==> src/rtl/text_to_page_framebuffer_top_macros.svh <==
// ----------------------------------------------------------------------------
// text_to_page_framebuffer_top_macros
// assertion shorthands used by the frame buffer datapath
// ----------------------------------------------------------------------------
`ifndef TEXT_TO_PAGE_FRAMEBUFFER_TOP_MACROS_SVH
`define TEXT_TO_PAGE_FRAMEBUFFER_TOP_MACROS_SVH

// same-cycle implication, sampled on clk, off while rst_n is low
`define TTPF_ASSERT_IMP(label, ante, cons, msg) \
  label: assert property (@(posedge clk) disable iff (!rst_n) (ante) |-> (cons)) \
    else $error(msg);

// next-cycle implication, sampled on clk, off while rst_n is low
`define TTPF_ASSERT_NXT(label, ante, cons, msg) \
  label: assert property (@(posedge clk) disable iff (!rst_n) (ante) |=> (cons)) \
    else $error(msg);

`endif

==> src/rtl/ttpf_pkg.sv <==
// ----------------------------------------------------------------------------
// ttpf_pkg
// shared types and constants of the page frame buffer with character generator
// ----------------------------------------------------------------------------
package ttpf_pkg;

  // default geometry
  localparam int SCREEN_WIDTH_DEF  = 128;
  localparam int SCREEN_HEIGHT_DEF = 64;
  localparam int GLYPH_WIDTH_DEF   = 5;
  localparam int GLYPH_HEIGHT_DEF  = 7;
  localparam int GLYPH_GAP_DEF     = 1;
  localparam int GLYPH_COUNT_DEF   = 128;

  // stream widths
  localparam int IN_TDATA_W  = 56;
  localparam int IN_TUSER_W  = 3;
  localparam int OUT_TDATA_W = 8;

  // operation codes carried in in_tuser
  typedef enum logic [2:0] {
    OP_LOAD_GLYPH = 3'd0,
    OP_START_TEXT = 3'd1,
    OP_PUT_CHAR   = 3'd2,
    OP_SET_PIXEL  = 3'd3,
    OP_CLEAR_FROM = 3'd4,
    OP_READ_BYTE  = 3'd5
  } op_t;

  // controller to datapath commands
  typedef struct packed {
    logic capture;
    logic glyph_wr;
    logic glyph_rd;
    logic cursor_set;
    logic cursor_wrap;
    logic cursor_adv;
    logic col_clr;
    logic col_inc;
    logic fb_rd;
    logic page_sel;
    logic byte_rd;
    logic clr_init;
    logic clr_wr;
    logic out_load;
  } dp_cmd_t;

  // datapath to controller status
  typedef struct packed {
    op_t  op;
    logic newline;
    logic col_last;
    logic clr_done;
    logic out_full;
  } dp_sts_t;

endpackage

==> src/rtl/ttpf_ctrl.sv <==
// ----------------------------------------------------------------------------
// ttpf_ctrl
// sequencer that steps the datapath through each operation
// ----------------------------------------------------------------------------
module ttpf_ctrl (
  input  logic              clk,
  input  logic              rst_n,
  input  logic              in_tvalid,
  output logic              in_tready,
  input  ttpf_pkg::dp_sts_t sts,
  output ttpf_pkg::dp_cmd_t cmd
);

  typedef enum logic [2:0] {
    S_CLEAR,
    S_IDLE,
    S_DISPATCH,
    S_GLYPH,
    S_DRAW_P0,
    S_DRAW_P1,
    S_READ_OUT
  } state_t;

  state_t state_r, state_nxt;

  // accept only between operations
  assign in_tready = (state_r == S_IDLE);

  // next state and commands
  always_comb begin
    state_nxt = state_r;
    cmd       = '0;
    unique case (state_r)
      S_CLEAR: begin
        if (sts.clr_done) begin
          state_nxt = S_IDLE;
        end else begin
          cmd.clr_wr = 1'b1;
        end
      end
      S_IDLE: begin
        if (in_tvalid) begin
          cmd.capture = 1'b1;
          state_nxt   = S_DISPATCH;
        end
      end
      S_DISPATCH: begin
        case (sts.op)
          ttpf_pkg::OP_LOAD_GLYPH: begin
            cmd.glyph_wr = 1'b1;
            state_nxt    = S_IDLE;
          end
          ttpf_pkg::OP_START_TEXT: begin
            cmd.cursor_set = 1'b1;
            state_nxt      = S_IDLE;
          end
          ttpf_pkg::OP_PUT_CHAR: begin
            cmd.cursor_wrap = 1'b1;
            state_nxt       = sts.newline ? S_IDLE : S_GLYPH;
          end
          ttpf_pkg::OP_SET_PIXEL: begin
            // the write back follows on its own in the next cycle
            cmd.fb_rd = 1'b1;
            state_nxt = S_IDLE;
          end
          ttpf_pkg::OP_CLEAR_FROM: begin
            cmd.clr_init = 1'b1;
            state_nxt    = S_CLEAR;
          end
          ttpf_pkg::OP_READ_BYTE: begin
            if (!sts.out_full) begin
              cmd.byte_rd = 1'b1;
              state_nxt   = S_READ_OUT;
            end
          end
          default: begin
            state_nxt = S_IDLE;
          end
        endcase
      end
      S_GLYPH: begin
        cmd.glyph_rd = 1'b1;
        cmd.col_clr  = 1'b1;
        state_nxt    = S_DRAW_P0;
      end
      S_DRAW_P0: begin
        cmd.fb_rd = 1'b1;
        state_nxt = S_DRAW_P1;
      end
      S_DRAW_P1: begin
        cmd.fb_rd    = 1'b1;
        cmd.page_sel = 1'b1;
        if (sts.col_last) begin
          cmd.cursor_adv = 1'b1;
          state_nxt      = S_IDLE;
        end else begin
          cmd.col_inc  = 1'b1;
          cmd.glyph_rd = 1'b1;
          state_nxt    = S_DRAW_P0;
        end
      end
      S_READ_OUT: begin
        cmd.out_load = 1'b1;
        state_nxt    = S_IDLE;
      end
    endcase
  end

  // state register, reset starts the clearing pass
  always_ff @(posedge clk) begin
    if (!rst_n) begin
      state_r <= S_CLEAR;
    end else begin
      state_r <= state_nxt;
    end
  end

endmodule

==> config.mk <==
export PLATFORM = sky130hd
export DESIGN_NAME = ttpf_ctrl
export DESIGN_NICKNAME = d
export VERILOG_FILES = /design/src/rtl/text_to_page_framebuffer_top_macros.svh /design/src/rtl/ttpf_pkg.sv /design/src/rtl/ttpf_ctrl.sv
export SDC_FILE = /design/constraint.sdc
export NUM_CORES = 1
export LEC_CHECK = 0
export ABC_AREA = 1
export BUFFER_PORTS_ARGS = -buffer_cell sky130_fd_sc_hd__buf_2
export CORE_AREA = 5 5 42 44
export CTS_CLUSTER_DIAMETER = 200
export CTS_CLUSTER_SIZE = 10
export DETAILED_ROUTE_END_ITERATION = 6
export DIE_AREA = 0 0 47 49
export PLACE_DENSITY_LB_ADDON = 0.3
export REMOVE_ABC_BUFFERS = 1
export SYNTH_ARGS = -nofsm -noshare
export SYNTH_HDL_FRONTEND = slang
export SYNTH_SLANG_ARGS = --single-unit
export TNS_END_PERCENT = 1
==> constraint.sdc <==
create_clock -name clk -period 1.2 [get_ports clk]
set_clock_uncertainty 0.05 [all_clocks]
set_input_delay 0 -clock clk [delete_from_list [all_inputs] [get_ports clk]]
set_output_delay 0 -clock clk [all_outputs]
set_load 0.05 [all_outputs]
* Yosys cells after proc, flatten, opt, wreduce, memory -nomap -nowiden
Cells that the tools add are included.
** Storage, ports and cells
- Bits in registers :: 3
- Word-level logic and storage cells :: 49
** Operators by class
- Equal/unequal tests :: 14
- Mux-type cells :: 30
- Reductions and logical operators :: 4
** Operators by type and width (count)
- $pmux 3 s7 :: 1
- $mux 1 :: 19
- $eq 3x3->1 const B :: 5
- $eq 3x2->1 const B :: 4
- $mux 3 :: 4
- $pmux 3 s3 :: 1
- $eq 3x1->1 const B :: 2
- $logic_not 3->1 :: 2
- $mux 2 :: 3
- $ne 2x2->1 const B :: 2
- $pmux 1 s2 :: 2
- $ne 3x3->1 const B :: 1
- $reduce_and 3->1 :: 1
- $reduce_or 2->1 :: 1

* Longest topological paths before layout
Gate-level depths: netlist of run 1.
- Depth after elaboration :: 3
- Depth in mapped cells :: 7
- Depth with buffers taken out :: 7

* Worst setup path before layout of run 1
Ideal clock, no wire load.
- Kind :: flip-flop to output port
- Start :: register state_r[0]
- End :: output cmd[5] (netlist name)
- Arrival time :: 2222 ps
- Data required time :: 1150 ps
- Slack :: -1072 ps
- Cell stages (with the launch flop) :: 4
- Buffers on the path :: 0
- Cell sequence :: dfxtp_1 > nor2_2 > nand2_4 > o41ai_1
** RTL lines
- from (decl) :: RTL line ttpf_ctrl.sv:24 : state_t state_r, state_nxt;
- from (signal assigned) :: RTL line ttpf_ctrl.sv:114 : state_r <= state_nxt;
- to (decl) :: RTL line ttpf_ctrl.sv:11 : output ttpf_pkg::dp_cmd_t cmd

==> results of run 1 <==
==> path summary, 6_finish.rpt <==
kind,endpoint,slack (ns),startpoint,cells after the start
worst max-delay path,cmd[5],-0.11,state_r[0],4
worst min-delay path,state_r[1],0.009,sts[0],3
worst max register to register,state_r[0],-0.04,state_r[0],7
worst min register to register,state_r[2],0.71,state_r[1],4
==> power breakdown <==
part	switching, mW	leakage, nW	internal, mW
Combinational	0.201	0.357	0.116
Clock	0.0574	0.0150	0.125
Sequential	0.0180	0.0258	0.112
Total	0.276	0.398	0.353
==> repair_timing <==
action	4_1_cts	5_1_grt
hold buffers	1	0
hold endpoints to repair	3	0
gates resized for setup	30	11
buffers inserted	2	0
pin swaps	2	0
endpoints found under the setup margin	17	18
==> cells in the final DEF, fill, tap and decap left out, drive strengths merged <==
| cell | count |
|---|---|
| o21ai | 1 |
| o41ai | 1 |
| nor2 | 14 |
| dlygate4sd3 | 1 |
| buf | 31 |
| dfxtp | 3 |
| inv | 14 |
| nand2 | 13 |
| nor3 | 8 |
| a21oi | 2 |
| nor4 | 2 |
| clkbuf | 4 |
| nand3 | 7 |
==> logic make-up (layout without fill, tap and decap cells) <==
family / count (synthesis) / count (layout)
AND/OR/NAND/NOR: 44 / 44
buffers and inverters: 15 / 50
AO/OA/AOI/OAI: 4 / 4
flip-flops: 3 / 3
==> cell type report <==
type                       count  area (um^2)  area share, %
inverter                      14        52.55          7.192
tap                           16        20.02          2.740
clock buffer                   4        26.28          3.596
multi-input combinational     48        310.3          42.47
sequential                     3        63.81          8.733
timing repair buffer          32        257.7          35.27
==> stage by stage <==
step | total power, mW | instances | utilization, %
3_3_place_gp | 0.3811 | 110 | 38.30
2_1_floorplan | 0.2977 | 65 | -
3_5_place_dp | 0.3815 | 110 | 38.30
5_1_grt | 0.6725 | 117 | 52.14
6_report | 0.6288 | 117 | 52.14
4_1_cts | 0.6227 | 117 | 48.30
==> synth_stat cells <==
library cell,instances,area [um^2]
nand3_1,7,35.03
inv_2,3,11.26
nor4_1,2,12.51
nor3_2,1,10.01
o41ai_1,1,8.760
inv_1,11,41.29
nand2_1,11,41.29
nor2_4,1,11.26
a21oi_1,1,5.000
nor2_2,3,18.77
nor3_1,7,35.03
nand2_2,1,6.260
buf_2,1,5.000
dfxtp_1,3,60.06
o21ai_0,1,5.000
nand2_4,1,11.26
nor2_1,10,37.54
a21oi_2,1,8.760
==> per-layer routing <==
layer  GRT usage, %  share of wire (%)  vias up
met1          14.19                 42      241
li1               -                  -      281
met5              0                  0        -
met2          17.19                 52       12
met3          1.476                3.6        2
met4          6.912                1.7        0
==> tightest hold or removal path, cell delays in order <==
cell and delay [ns]:
buf_2 0.12, nand2_2 0.09, a21oi_2 0.05
==> flow_summary.yaml, run 1 <==
synth:
  ys_seq_area_share_pct: 16.49
  avgSynthCellArea_um2: 5.517
  synth_cell_types: 18
  ys_ff_latch: 3
  synthAdderAreaFrac_pct: 0
  synth_warnings: 0
  netlist_instances: 66
  synth_area_um2: 364.1
  synth_xor_area_share_pct: 0
  synth-compound-area-share_pct: 7.560
  synth_top_family_by_area: "simple AND/OR/NAND/NOR gates"
  synthSimpleGateAreaFrac_pct: 60.14
  synth.mux.area_fraction_pct: 0
clock_tree:
  cts_tree: "yes"
  clock_sinks: 3
  cts_buffers: 3
  ctsLongestPathBuffers: 2
  insertion_delay_ns: 0.24
  path_clk_slew_ns: 0.04
  cts-root-buf: "clkbuf_4"
  htreeDepth: 1
critical_path:
  path_delay_family: "flip-flops"
  cp.arrival_ns: 1.26
  critical_path_required_ns: 1.15
  endpoint_kind: "output port"
  crit_path_max_fanout: 8
  crit_buf_inv: 1
  cp_slowest_cell: "dfxtp_2"
  crit_chain: "nor2_4 -> nand2_4 -> o41ai_4 -> buf_6"
  worst_path_largest_cell_delay_ns: 0.34
  criticalPathCategory: "reg -> out"
  cp-start-kind: "register"
final_layout:
  fillers: 132
  n_antenna_cell: 0
  largest_reg_flops: 3
  synthToLayoutAreaGrowth_pct: 100.7
  reg_top3: "state_r (3)"
  drive_gt1_share_pct: 55.45
  fin_area_um2: 730.7
  largest_register: "state_r"
  fin_nets: 112
status:
  violations: "negative setup slack"
  status: "complete, but fails checks"
global_route:
  antenna_found_initial: 0
  grt_overflow: 0
  grtUsageTotal_pct: 11.24
  grt_max_degree: 9
  grt_pass1_vias: 497
  grt_pass1_wl_um: 1945
floorplan:
  initial_core_util_pct: 25.98
  fp.dieH_um: 49
  die_area_um2: 2303
  ios: 25
  die_w_um: 47
  core_area_um2: 1401
  rows: 14
sta:
  finalCritPeriodShare_pct: 109.4
  fin_crit_ns: 1.313
  whs_ns: 0.009390
  relSlewSlack_pct: 82.14
  fmax_ghz: 0.7614
  tightest_slew_ns: 0.2669
  setup_ws_ns: -0.1133
  fin_tns_setup_ns: -0.5095
  setup_viol: 11
  finalHoldViolCount: 0
  maxSlewViolCount: 0
  rsz0062_at_grt: "yes"
flow_run:
  drv_cap: 0
place:
  pre_cts_ws_ns: -0.03470
  port_buffers: 24
  dpl_cell_area_um2: 536.8
  hpwlAfterDp_um: 938.8
  place.gp.congestion: 0.7803
detailed_routing:
  dr.pass1.iters: 2
  drc: 0
  final_antenna_net_count: 0
  via_per_inst: 4.581
  wire_per_inst_um: 10.37
  vias: 536
  routed_wl_um: 1213
  drt_iter0_drc: 3
hold_path:
  holdCritPathClass: "in -> reg"
pwr:
  power.leakage_nw: 0.3977
  ir_drop_mv: 0.6374
  power.density_nw_per_um2: 860.6
Note: power is estimated with default switching activity, not from simulation.
==> run 2: changes to the inputs <==
Settings changed: PLACE_DENSITY_LB_ADDON 0.3 to default.
==> flow_summary.yaml, run 2 (same netlist as run 1, synthesis figures left out) <==
status:
  status: "complete, but fails checks"
  violations: "negative setup slack"
critical_path:
  crit_path_max_fanout: 8
  reg2reg_slack_ns: 0.02
  cp-start-kind: "register"
  critical_path_required_ns: 1.15
  startpoint: "state_r[2]"
  criticalPathCategory: "reg -> out"
  endpoint_kind: "output port"
  rr_endpoint: "state_r[1]"
  r2r_cells: 8
  timing.rr.start: "state_r[2]"
  cp.arrival_ns: 1.25
final_layout:
  synthToLayoutAreaGrowth_pct: 93.81
  multiInputGateArea_um2: 302.8
  layout_common_cells: "buf_4, nand2_1, inv_1"
  drive_gt1_share_pct: 54.55
  regArea_um2: 68.82
  largest_reg_flops: 3
  fin_area_um2: 705.7
  largest_register: "state_r"
  fillers: 153
  n_antenna_cell: 0
  fin_nets: 110
  mostFrequentLayoutCell: "buf_4"
  reg_top3: "state_r (3)"
  fin_util_pct: 50.36
detailed_routing:
  dr.pass1.iters: 2
  final_antenna_net_count: 0
  via_per_inst: 4.687
  routed_wl_um: 1196
  drt_iter0_drc: 7
  wire_per_inst_um: 10.40
  vias: 539
  drc: 0
place:
  dpl_cell_area_um2: 529.3
  hpwlAfterDp_um: 882.2
  place.gp.congestion: 0.8005
  port_buffers: 24
hold_path:
  hold_depth: 3
  holdCritStartpoint: "sts[0]"
  holdCritPathClass: "in -> reg"
  min_to: "state_r[1]"
sta:
  finalCritPeriodShare_pct: 108.4
  setup_viol: 7
  whs_ns: 0.03183
  tightest_slew_ns: 0.2264
  setup_ws_ns: -0.1002
  fmax_ghz: 0.7691
  relSlewSlack_pct: 84.74
  maxSlewViolCount: 0
  rsz0062_at_grt: "yes"
  fin_crit_ns: 1.300
  finalHoldViolCount: 0
clock_tree:
  ctsLongestPathBuffers: 2
  insertion_delay_ns: 0.23
  cts-root-buf: "clkbuf_4"
  cts_buffers: 3
  clock_sinks: 3
  htreeDepth: 1
  cts_tree: "yes"
  path_clk_slew_ns: 0.04
global_route:
  grtUsageTotal_pct: 10.55
  grt_pass1_wl_um: 1828
  grt_max_degree: 9
  grt_overflow: 0
  grt_pass1_vias: 496
  antenna_found_initial: 0
pwr:
  power.density_nw_per_um2: 855.7
  sw_frac_of_total_pct: 43.18
  power_frac_seq_pct: 21.8
  pwr-share-comb_pct: 49.4
  p_int_mw: 0.3431
  power.leakage_nw: 0.3774
  clkPwrFrac_pct: 28.9
  switchingPower_mw: 0.2608
  ir_drop_mv: 0.6906
floorplan:
  die_area_um2: 2303
  rows: 14
  core_area_um2: 1401
  die_w_um: 47
  fp.dieH_um: 49
  ios: 25
  initial_core_util_pct: 25.98
flow_run:
  drv_cap: 0
[run 2: cell count changes in the layout (fill, tap and decap cells not counted), sizes merged]
cell | previous run | this run
buf | 31 | 29
[run 2: per-stage QoR]
step                      setup WS [ns]  std cells  total power, mW  setup TNS (ns)
after floorplan                  -1.074         65           0.2977          -6.280
final                           -0.1002        115           0.6039         -0.2984
after global placement         -0.09772        109           0.3736         -0.1330
after CTS                       -0.1389        115           0.6002         -0.7772
after global routing            -0.1495        115           0.6529          -1.251
after detailed placement       -0.07137        109           0.3736         -0.1193
[run 2: metal layers]
metal,part of all wire [%],up-vias,track usage [%],routed length (um)
met5,0,-,0,0
met4,1.8,0,4.147,21
met3,6.2,2,3.690,74
met2,54,14,17.87,649
met1,38,247,11.38,450
li1,-,276,-,-
[run 2: how the worst max path moves through the flow]
stage | endpoint | slack, ns | cells after the start
2_1_floorplan | cmd[5] | -1.07 | 3
3_3_place_gp | cmd[5] | -0.1 | 4
3_5_place_dp | cmd[5] | -0.07 | 3
4_1_cts | cmd[5] | -0.14 | 4
5_1_grt | cmd[5] | -0.15 | 4
6_report | cmd[5] | -0.10 | 4
[run 2: layout make-up]
| cell class | count | area share (%) |
|---|---|---|
| Clock buffer | 4 | 3.723 |
| Inverter | 14 | 7.447 |
| Multi-Input combinational cell | 48 | 42.91 |
| Sequential cell | 3 | 9.752 |
| Tap cell | 16 | 2.837 |
| Timing Repair Buffer | 30 | 33.33 |
[run 2: worst max-delay path, cell delays in order, from the launching register on]
cell and delay [ns]:
dfxtp_2 0.33, nor2_4 0.13, nand2_4 0.10, o41ai_2 0.21, buf_4 0.24
[run 2: power groups by stage]
stage	combinational, mW	clock [mW]	sequential, mW
after detailed placement	0.246	0	0.128
final	0.298	0.174	0.131
after floorplan	0.172	0	0.126
after global placement	0.246	0	0.128
after global routing	0.323	0.197	0.133
after CTS	0.287	0.183	0.130
[run 2: timing repair]
| item | CTS | global route |
|---|---|---|
| hold buffers | 1 | 0 |
| endpoints found under the setup margin | 18 | 17 |
| setup buffers | 1 | 0 |
| resized for setup | 28 | 12 |
| endpoints found under the hold margin | 3 | 0 |
| pin swaps | 1 | 1 |
